==> src/skvt_pkg.sv <==
package skvt_pkg;

  // operation codes carried in the kind field
  localparam logic [1:0] KIND_INSERT = 2'd0;
  localparam logic [1:0] KIND_LOOKUP = 2'd1;
  localparam logic [1:0] KIND_REMOVE = 2'd2;

  // result status codes
  localparam logic [1:0] STAT_OK        = 2'd0;
  localparam logic [1:0] STAT_NOT_FOUND = 2'd1;
  localparam logic [1:0] STAT_FULL      = 2'd2;
  localparam logic [1:0] STAT_DUP       = 2'd3;

  localparam int unsigned CFG_BITS   = 7;
  localparam int unsigned KEY_IN_BITS = 32;

  typedef struct packed {
    logic [1:0]             kind;
    logic [KEY_IN_BITS-1:0] key;
    logic [63:0]            value;
  } in_item_t;

  typedef struct packed {
    logic [1:0]          status;
    logic [63:0]         found_value;
    logic [CFG_BITS-1:0] entry_count;
  } out_item_t;

  // broadcast to every cell in the execute cycle
  typedef struct packed {
    logic ins;
    logic rem;
  } cell_cmd_t;

  typedef enum logic {
    ST_IDLE,
    ST_EXEC
  } state_t;

endpackage

==> src/skvt_cell.sv <==
module skvt_cell
  import skvt_pkg::*;
#(
  parameter int KW = 32
) (
  input  logic          clk,
  input  cell_cmd_t     cmd,
  input  logic          in_use,
  input  logic [KW-1:0] op_key,
  input  logic [63:0]   op_value,
  input  logic          ext_prev,
  input  logic [KW-1:0] left_key,
  input  logic [63:0]   left_value,
  input  logic [KW-1:0] right_key,
  input  logic [63:0]   right_value,
  output logic          ext,
  output logic          eq,
  output logic [KW-1:0] key_q,
  output logic [63:0]   value_q
);

  logic [KW-1:0] key_r;
  logic [63:0]   value_r;

  // an unused cell counts as holding an infinite key
  assign ext     = !in_use || (key_r >= op_key);
  assign eq      = in_use && (key_r == op_key);
  assign key_q   = key_r;
  assign value_q = value_r;

  always_ff @(posedge clk) begin
    if (cmd.ins) begin
      if (ext_prev) begin
        key_r   <= left_key;
        value_r <= left_value;
      end else if (ext) begin
        key_r   <= op_key;
        value_r <= op_value;
      end
    end else if (cmd.rem && ext) begin
      key_r   <= right_key;
      value_r <= right_value;
    end
  end

endmodule

==> config.mk <==
export PLATFORM = sky130hd
export DESIGN_NAME = skvt_cell
export DESIGN_NICKNAME = d
export VERILOG_FILES = /design/src/skvt_pkg.sv /design/src/skvt_cell.sv
export SDC_FILE = /design/constraint.sdc
export NUM_CORES = 1
export LEC_CHECK = 0
export ABC_AREA = 1
export BUFFER_PORTS_ARGS = -buffer_cell sky130_fd_sc_hd__buf_2
export CORE_AREA = 4 4 150 152
export DETAILED_ROUTE_END_ITERATION = 16
export DIE_AREA = 0 0 154 156
export PLACE_DENSITY_LB_ADDON = 0.2
export SKIP_LAST_GASP = 1
export SLEW_MARGIN = 15
export SYNTH_ARGS = -nofsm -noshare
export SYNTH_HDL_FRONTEND = slang
export SYNTH_SLANG_ARGS = --single-unit
==> constraint.sdc <==
create_clock -name clk -period 6.62 [get_ports clk]
set_input_delay 0.331 -clock clk [delete_from_list [all_inputs] [get_ports clk]]
set_output_delay 0.331 -clock clk [all_outputs]
set_load 0.005 [all_outputs]
==> results.cfg, run 1 <==
[power_and_ir_drop]
p_leak_nw = 3.97
vdd_ir_drop_max_mv = 0.107
p_per_area_mw_per_mm2 = 209

[floorplanning]
die_x_microns = 154
die_y_microns = 156
io_pins = 391
dieArea_sq_mm = 0.0240
rows = 53
initial_utilization_pct = 27.3
core_area_sq_mm = 0.0210

[detailed_routing]
ant_nets = 0
wl_mm = 22.1
drc_errors = 0
dr.pass1.iters = 4
via_count = 6010
initialDrtViolationCount = 250
wire_per_inst_microns = 16.6
via_per_inst = 4.53

[sta]
rsz0062_at_grt = false
setup_violations = 0
fin_crit_ns = 3.06
post-route-period-util_pct = 46.2
worstMarginPinSlew_ns = 1.14
final-max-slew-violation-count = 0
fmax_mhz = 327
setup_ws_ns = 3.56
fin_skew_ns = 0.0109
setup_tns_ns = 0
slew_headroom_pct = 24.0
hold_violations = 0

[global_routing]
grt_pass1_vias = 5652
grt_max_degree = 97
grt_pass1_wl_mm = 31.4
overflow = 0
antenna_found_initial = 6
grt_use_total_pct = 16.9

[flow_run]
cap_viol_max_count = 0

[placed_design]
pre_cts_ws_ns = 3.40
hpwl_mm = 16.8
gp_congestion = 0.829
place_inst = 1311
port-buffer-count = 390
dpl_cell_area_sq_mm = 0.00784

[logic_synthesis]
synth.net_count = 1008
ys_warn_count = 0
ys_ff_latch = 96
synthCells = 683
synth_area_per_cell_sq_um = 8.41
synth.yosys.seq_area_share_pct = 50.2
syn-cell-area_sq_mm = 0.00574
ys_types = 23

[clocking]
cts_num_sinks = 96
clk_pin_slew_ns = 0.07
numCtsBuffers = 9
cts_hold_buf = 0
cts_buffer_depth = 2
cts_resized = 0
cts_htree_levels = 3
cts_root_buffer = clkbuf_16
post_cts_buffers = 0
insertion_delay_ns = 0.35
cts_tree = built

[critical_path]
critPathMaxFanout = 52
required_ns = 6.60
rrSetupSlack_ns = 3.56
worst_setup_path_start_kind = flip-flop
path_class = flip-flop to flip-flop
crit_arrival_ns = 3.04
end_kind = flip-flop

[final_layout]
final_cells = 1328
final_common_cell = buf_2
layout-drive-gt1-share_pct = 39.6
nets = 1372
synthToLayoutAreaGrowth_pct = 41.2
final_cell_mix = 390 x buf_2, 153 x o21ai_0, 141 x nand2_1, 112 x nor2_1, 96 x edfxtp_1
fill_cells = 2226
fin_area_sq_mm = 0.00811

[hold_path]
min_path_type = input port to flip-flop

[run_status]
outcome = finished clean
[flip-flops by register name, indices dropped and copies added (netlist names)]
register / flops
key_q: 32
value_q: 64
[final timing paths]
| kind | from | to | depth (start not counted) |
|---|---|---|---|
| worst max-delay path | key_q[7]$_DFFE_PP_ | value_q[53]$_DFFE_PP_ | 12 |
| worst min-delay path | right_value[26] | value_q[26]$_DFFE_PP_ | 3 |
| worst max register to register | key_q[7]$_DFFE_PP_ | value_q[53]$_DFFE_PP_ | 12 |
| worst min register to register | key_q[16]$_DFFE_PP_ | key_q[17]$_DFFE_PP_ | 7 |
[cells by family (layout without fill, tap and decap cells)]
logic type               count (synthesis)  in the layout  share of synthesized area, %
adder cells (fa/ha/maj)                 32             32                          6.97
AO/OA/AOI/OAI                          208            208                          18.3
flip-flops                              96             96                          50.2
buffers and inverters                   88            456                          7.45
AND/OR/NAND/NOR                        259            259                          17.1
other                                    0              2                             0
[Yosys cell counts]
cell | number | area (sq um)
a21oi_1 | 11 | 55.1
o21bai_1 | 1 | 7.51
buf_1 | 1 | 3.75
nand2_1 | 142 | 533
inv_1 | 44 | 165
inv_6 | 1 | 8.76
clkbuf_2 | 1 | 5.00
a21o_1 | 2 | 15.0
nor2_1 | 112 | 420
clkbuf_1 | 21 | 78.8
nand3_1 | 2 | 10.0
or2_2 | 1 | 6.26
buf_6 | 8 | 90.1
buf_2 | 4 | 20.0
ha_1 | 32 | 400
inv_2 | 1 | 3.75
o21ai_1 | 40 | 200
nor2_2 | 1 | 6.26
a21boi_0 | 1 | 7.51
buf_4 | 7 | 52.6
o21ai_0 | 153 | 766
nand2_2 | 1 | 6.26
edfxtp_1 | 96 | 2880
[cell type report]
type / count / area (sq um) / share of cell area (%)
Antenna cell: 2 / 5.00 / 0.0617
Inverter: 46 / 179 / 2.21
Clock inverter: 6 / 43.8 / 0.540
Timing Repair Buffer: 395 / 1990 / 24.5
Sequential cell: 96 / 2880 / 35.5
Multi-Input combinational cell: 499 / 2440 / 30.1
Tap cell: 275 / 344 / 4.24
Clock buffer: 9 / 225 / 2.78
[critical path, cell delays in order (launching register included)]
cell and delay, ns:
edfxtp_1 0.40, ha_1 0.31, nand2_1 0.07, nor2_1 0.16, nand2_1 0.08, nor2_1 0.15
nand2_1 0.09, nand2_1 0.08, nor2_1 0.05, nand2_2 0.07, nand2_1 0.08, nand2_4 0.47
buf_4 0.67
[where the power goes]
part	internal, W	total (W)	switching (W)
combinational	0.000176	0.000406	0.000230
clock	0.000256	0.000493	0.000237
sequential	0.000771	0.000797	0.0000260
[per-stage QoR]
step,power [W],util [%],hold slack [ns]
2_1_floorplan,0.000996,-,0.522
3_3_place_gp,0.00122,37.3,0.613
3_5_place_dp,0.00123,37.3,0.616
4_1_cts,0.00173,38.6,0.241
5_1_grt,0.00180,38.6,0.253
6_report,0.00170,38.6,0.259
[layer usage]
metal	part of all wire [%]	GRT usage, %	routed length, microns
met3	7.9	4.91	1740
met1	39	19.7	8710
met4	2.6	5.55	565
met5	0.21	0	46
met2	50	29.9	11000
Note: power is estimated with default switching activity, not from simulation.
==> run 2: changes to the inputs <==
==> constraint.sdc (replaced) <==
create_clock -name clk -period 3 [get_ports clk]
set_input_delay 0.15 -clock clk [delete_from_list [all_inputs] [get_ports clk]]
set_output_delay 0.15 -clock clk [all_outputs]
set_load 0.005 [all_outputs]
==> results.cfg, run 2 (same netlist as run 1, synthesis figures left out) <==
[run_status]
outcome = finished clean

[final_layout]
fill_cells = 2212
nets = 1378
final_cells = 1335
largest_reg_flops = 64
postLayoutCoreUtil_pct = 39.1
final_common_cell = buf_2
synthToLayoutAreaGrowth_pct = 43.1
layout-drive-gt1-share_pct = 39.9
final_cell_mix = 390 x buf_2, 153 x o21ai_0, 141 x nand2_1, 112 x nor2_1, 96 x edfxtp_1

[sta]
hold_violations = 0
setup_violations = 0
setup_ws_ns = 0.679
post-route-period-util_pct = 77.4
fin_crit_ns = 2.32
rsz0062_at_grt = false
fin_skew_ns = 0.00698
setup_tns_ns = 0
slew_headroom_pct = 48.6
worstMarginPinSlew_ns = 0.771
fmax_mhz = 431
final-max-slew-violation-count = 0

[power_and_ir_drop]
combPwrFrac_pct = 24.2
p_per_area_mw_per_mm2 = 468
p_int_w = 0.00276
clkPwrFrac_pct = 30.3
swShare_pct = 28.3
seqPwrFrac_pct = 45.5
p_leak_nw = 4.02
p_switching_w = 0.00109
vdd_ir_drop_max_mv = 0.241

[placed_design]
place_inst = 1317
port-buffer-count = 390
gp_congestion = 0.869
pre_cts_ws_ns = 0.603
hpwl_mm = 17.8

[global_routing]
grt_pass1_wl_mm = 31.5
grt_max_degree = 97
antenna_found_initial = 3
grt_pass1_vias = 5631
grt_use_total_pct = 16.9
overflow = 0

[clocking]
cts_hold_buf = 0
numCtsBuffers = 9
cts_root_buffer = clkbuf_16
post_cts_buffers = 0
cts_buffer_depth = 2
clk_pin_slew_ns = 0.07
cts_tree = built
cts_htree_levels = 3
insertion_delay_ns = 0.34
cts_num_sinks = 96
cts_resized = 0

[critical_path]
path_cells = ha_1 -> nand2_1 -> nor2_1 -> nand3_1 -> nor2_2 -> nand2_1 -> nand2_1 -> nor2_1 -> nand2_2 -> nand2_1 -> nand2_4 -> buf_4
critPathSlowestCell = edfxtp_1
critPathMaxFanout = 19
crit_arrival_ns = 2.36
required_ns = 3.04
worst_setup_path_start_kind = flip-flop
slowest_delay_ns = 0.39
path_class = flip-flop to flip-flop
cp_common_cell = nand2_1
end_kind = flip-flop

[floorplanning]
die_x_microns = 154
die_y_microns = 156
rows = 53
dieArea_sq_mm = 0.0240
initial_utilization_pct = 27.3
io_pins = 391
core_area_sq_mm = 0.0210

[detailed_routing]
via_per_inst = 4.46
via_count = 5958
wire_per_inst_microns = 16.5
dr.pass1.iters = 4
drc_errors = 0
initialDrtViolationCount = 248
wl_mm = 22.0
ant_nets = 0

[flow_run]
cap_viol_max_count = 0

[hold_path]
min_path_type = input port to flip-flop
-- run 2: cell count changes in the layout (fill, tap and decap cells not counted), sizes merged --
cell and change:
clkbuf +1, inv -1, clkinvlp +1, buf +6, bufinv +1, clkinv -1
-- run 2: critical path: cells and delay by family, from the launching register on --
family        cells  cell delay [ns]
buf+inv           1             0.27
fa+ha+maj         1             0.31
flops             1             0.39
simple gates     10             1.06
-- run 2: worst paths after layout --
check	cells past startpoint	start	end	slack, ns
setup reg to reg	12	key_q[23]$_DFFE_PP_	key_q[12]$_DFFE_PP_	0.68
hold reg to reg	7	key_q[16]$_DFFE_PP_	key_q[20]$_DFFE_PP_	1.37
setup / recovery	12	key_q[23]$_DFFE_PP_	key_q[12]$_DFFE_PP_	0.68
hold / removal	3	right_value[51]	value_q[51]$_DFFE_PP_	0.09
-- run 2: power groups by stage --
stage	clock network [W]	logic, W	registers, W
CTS	0.00120	0.000961	0.00175
global route	0.00126	0.00105	0.00177
floorplan	0	0.000378	0.00181
detailed placement	0	0.000958	0.00178
global placement	0	0.000957	0.00178
finish	0.00116	0.000932	0.00175
-- run 2: per-stage QoR --
stage / total power, W / cell area (sq um) / hold WS, ns
floorplan: 0.00219 / 5750 / 0.341
global placement: 0.00274 / 7920 / 0.431
detailed placement: 0.00274 / 7920 / 0.432
CTS: 0.00392 / 8220 / 0.0671
global route: 0.00409 / 8220 / 0.0840
finish: 0.00385 / 8220 / 0.0853
-- run 2: area by class of cell --
cell class | instances | area [sq um] | share of cell area, %
flip-flops and latches | 96 | 2880 | 35.1
multi-input cells | 499 | 2440 | 29.7
repair buffers | 401 | 2070 | 25.2
well taps | 275 | 344 | 4.19
clock buffers | 10 | 229 | 2.79
inverters | 46 | 179 | 2.18
clock inverters | 6 | 67.6 | 0.822
diodes | 2 | 5.00 | 0.0609
-- run 2: metal layers --
layer	wire length [microns]	vias up	part of all wire (%)	track usage (%)
met1	8590	2612	39	19.7
met2	11200	266	51	30.6
met4	422	2	1.9	5.34
li1	-	3054	-	-
met5	13	-	0.059	0
met3	1790	24	8.1	4.24
==> run 3: changes to the inputs <==
==> constraint.sdc (replaced) <==
create_clock -name clk -period 2.1 [get_ports clk]
set_input_delay 0.105 -clock clk [delete_from_list [all_inputs] [get_ports clk]]
set_output_delay 0.105 -clock clk [all_outputs]
set_load 0.005 [all_outputs]
==> results.cfg, run 3 (same netlist as run 1, synthesis figures left out) <==
[run_status]
outcome = finished with violations
violations = negative setup slack

[floorplanning]
initial_utilization_pct = 27.3
io_pins = 391
dieArea_sq_mm = 0.0240
die_x_microns = 154
die_y_microns = 156
core_area_sq_mm = 0.0210
rows = 53

[placed_design]
hpwl_mm = 17.4
pre_cts_ws_ns = -0.0975
port-buffer-count = 390
gp_congestion = 0.885

[critical_path]
worst_setup_path_start_kind = flip-flop
end_kind = flip-flop
path_cells = ha_4 -> nand2_2 -> nor2_4 -> nand3_2 -> nor2_4 -> nand2_2 -> nand2_1 -> nor2_1 -> nand2_2 -> nand2_4 -> buf_4 -> nand2_8 -> buf_6
critPathSlowestCell = edfxtp_1
required_ns = 2.15
reg2reg_to = key_q[16]$_DFFE_PP_
timing.rr.start = key_q[21]$_DFFE_PP_
rrSetupSlack_ns = -0.07
crit_arrival_ns = 2.22
path_class = flip-flop to flip-flop
reg2reg_depth = 13
critPathMaxFanout = 5
cp_common_cell = nand2_2
slowest_delay_ns = 0.43

[sta]
slew_headroom_pct = 55.7
rsz0062_at_grt = true
setup_violations = 91
fin_crit_ns = 2.17
fmax_mhz = 461
hold_violations = 0
setup_ws_ns = -0.0678
post-route-period-util_pct = 103
final-max-slew-violation-count = 0
whs_ns = 0.0482
worstMarginPinSlew_ns = 0.664
fin_skew_ns = 0.0104

[clocking]
cts_num_sinks = 96
cts_buffer_depth = 2
cts_hold_buf = 0
insertion_delay_ns = 0.34
cts_tree = built
cts_root_buffer = clkbuf_16
numCtsBuffers = 9
cts_htree_levels = 3
clk_pin_slew_ns = 0.07

[final_layout]
final_common_cell = buf_2
nets = 1402
num_antenna_cells = 0
largest_reg_flops = 64
synthToLayoutAreaGrowth_pct = 53.7
final_cell_mix = 390 x buf_2, 153 x o21ai_0, 128 x nand2_1, 102 x nor2_1, 96 x edfxtp_1
layout-drive-gt1-share_pct = 45.0

[hold_path]
hold_start = right_value[21]
whs_path_depth = 3
whs_endpoint = value_q[21]$_DFFE_PP_
min_path_type = input port to flip-flop

[detailed_routing]
ant_nets = 0
initialDrtViolationCount = 327
dr.pass1.iters = 4
drc_errors = 0
via_per_inst = 4.50
wire_per_inst_microns = 16.4
wl_mm = 22.3
via_count = 6110

[power_and_ir_drop]
combPwrFrac_pct = 27.1
seqPwrFrac_pct = 42.9
p_per_area_mw_per_mm2 = 664
clkPwrFrac_pct = 30.0
swShare_pct = 27.8
power_w = 0.00587
p_int_w = 0.00423
vdd_ir_drop_max_mv = 0.340
p_leak_nw = 4.20
p_switching_w = 0.00163

[flow_run]
cap_viol_max_count = 0

[global_routing]
grt_pass1_wl_mm = 32.1
antenna_found_initial = 1
grt_pass1_vias = 5997
grt_max_degree = 74
grt_use_total_pct = 17.1
overflow = 0
-- run 3: worst max-delay path, delay by kind of cell (launching register included) --
family                   cells  cell delay, ns
adder cells (fa/ha/maj)      1            0.30
buffers and inverters        2            0.29
AND/OR/NAND/NOR             10            0.87
flip-flops                   1            0.43
-- run 3: how the worst max path moves through the flow --
stage | from | endpoint | slack [ns] | depth (start not counted)
3_5_place_dp | key_q[23]$_DFFE_PP_ | value_q[30]$_DFFE_PP_ | -0.1 | 12
5_1_grt | key_q[21]$_DFFE_PP_ | key_q[29]$_DFFE_PP_ | -0.16 | 12
2_1_floorplan | key_q[23]$_DFFE_PP_ | key_q[0]$_DFFE_PP_ | -0.04 | 11
3_3_place_gp | key_q[29]$_DFFE_PP_ | value_q[8]$_DFFE_PP_ | -0.05 | 12
4_1_cts | key_q[30]$_DFFE_PP_ | value_q[42]$_DFFE_PP_ | -0.12 | 12
6_report | key_q[21]$_DFFE_PP_ | key_q[16]$_DFFE_PP_ | -0.07 | 13
-- run 3: per-stage QoR --
step | area [sq um] | TNS, ns | cells | utilization, %
after floorplan | 5770 | -4.20 | 683 | -
after global placement | 8030 | -3.07 | 1328 | 38.2
after global routing | 8830 | -13.39 | 1357 | 42.0
after CTS | 8460 | -7.84 | 1351 | 40.2
final | 8830 | -4.24 | 1357 | 42.0
after detailed placement | 8030 | -7.20 | 1328 | 38.2
-- run 3: final cells by class --
cell class	instances	area, sq um
Inverter	46	179
Clock inverter	7	93.8
Multi-Input combinational cell	500	2760
Clock buffer	9	225
Fill cell	2197	12200
Tap cell	275	344
Sequential cell	96	2880
Timing Repair Buffer	424	2350
-- run 3: metal layers --
layer | track usage, % | wire length, microns | vias to the layer above | share of wire (%)
li1 | - | - | 3102 | -
met1 | 19.7 | 8770 | 2733 | 39
met2 | 31.4 | 11500 | 253 | 52
met3 | 4.58 | 1650 | 20 | 7.4
met4 | 4.12 | 329 | 2 | 1.5
met5 | 0 | 13 | - | 0.058
-- run 3: repair_timing --
item,CTS,global route
setup buffers,5,4
gates resized for setup,8,48
gates cloned,2,4
pin swaps,0,18
endpoints found under the setup margin,97,98
-- run 3: power groups by stage --
stage	Clock, W	Sequential (W)	Combinational (W)
2_1_floorplan	0	0.00258	0.000550
3_3_place_gp	0	0.00253	0.00140
3_5_place_dp	0	0.00254	0.00140
4_1_cts	0.00183	0.00250	0.00146
5_1_grt	0.00193	0.00254	0.00179
6_report	0.00176	0.00252	0.00159
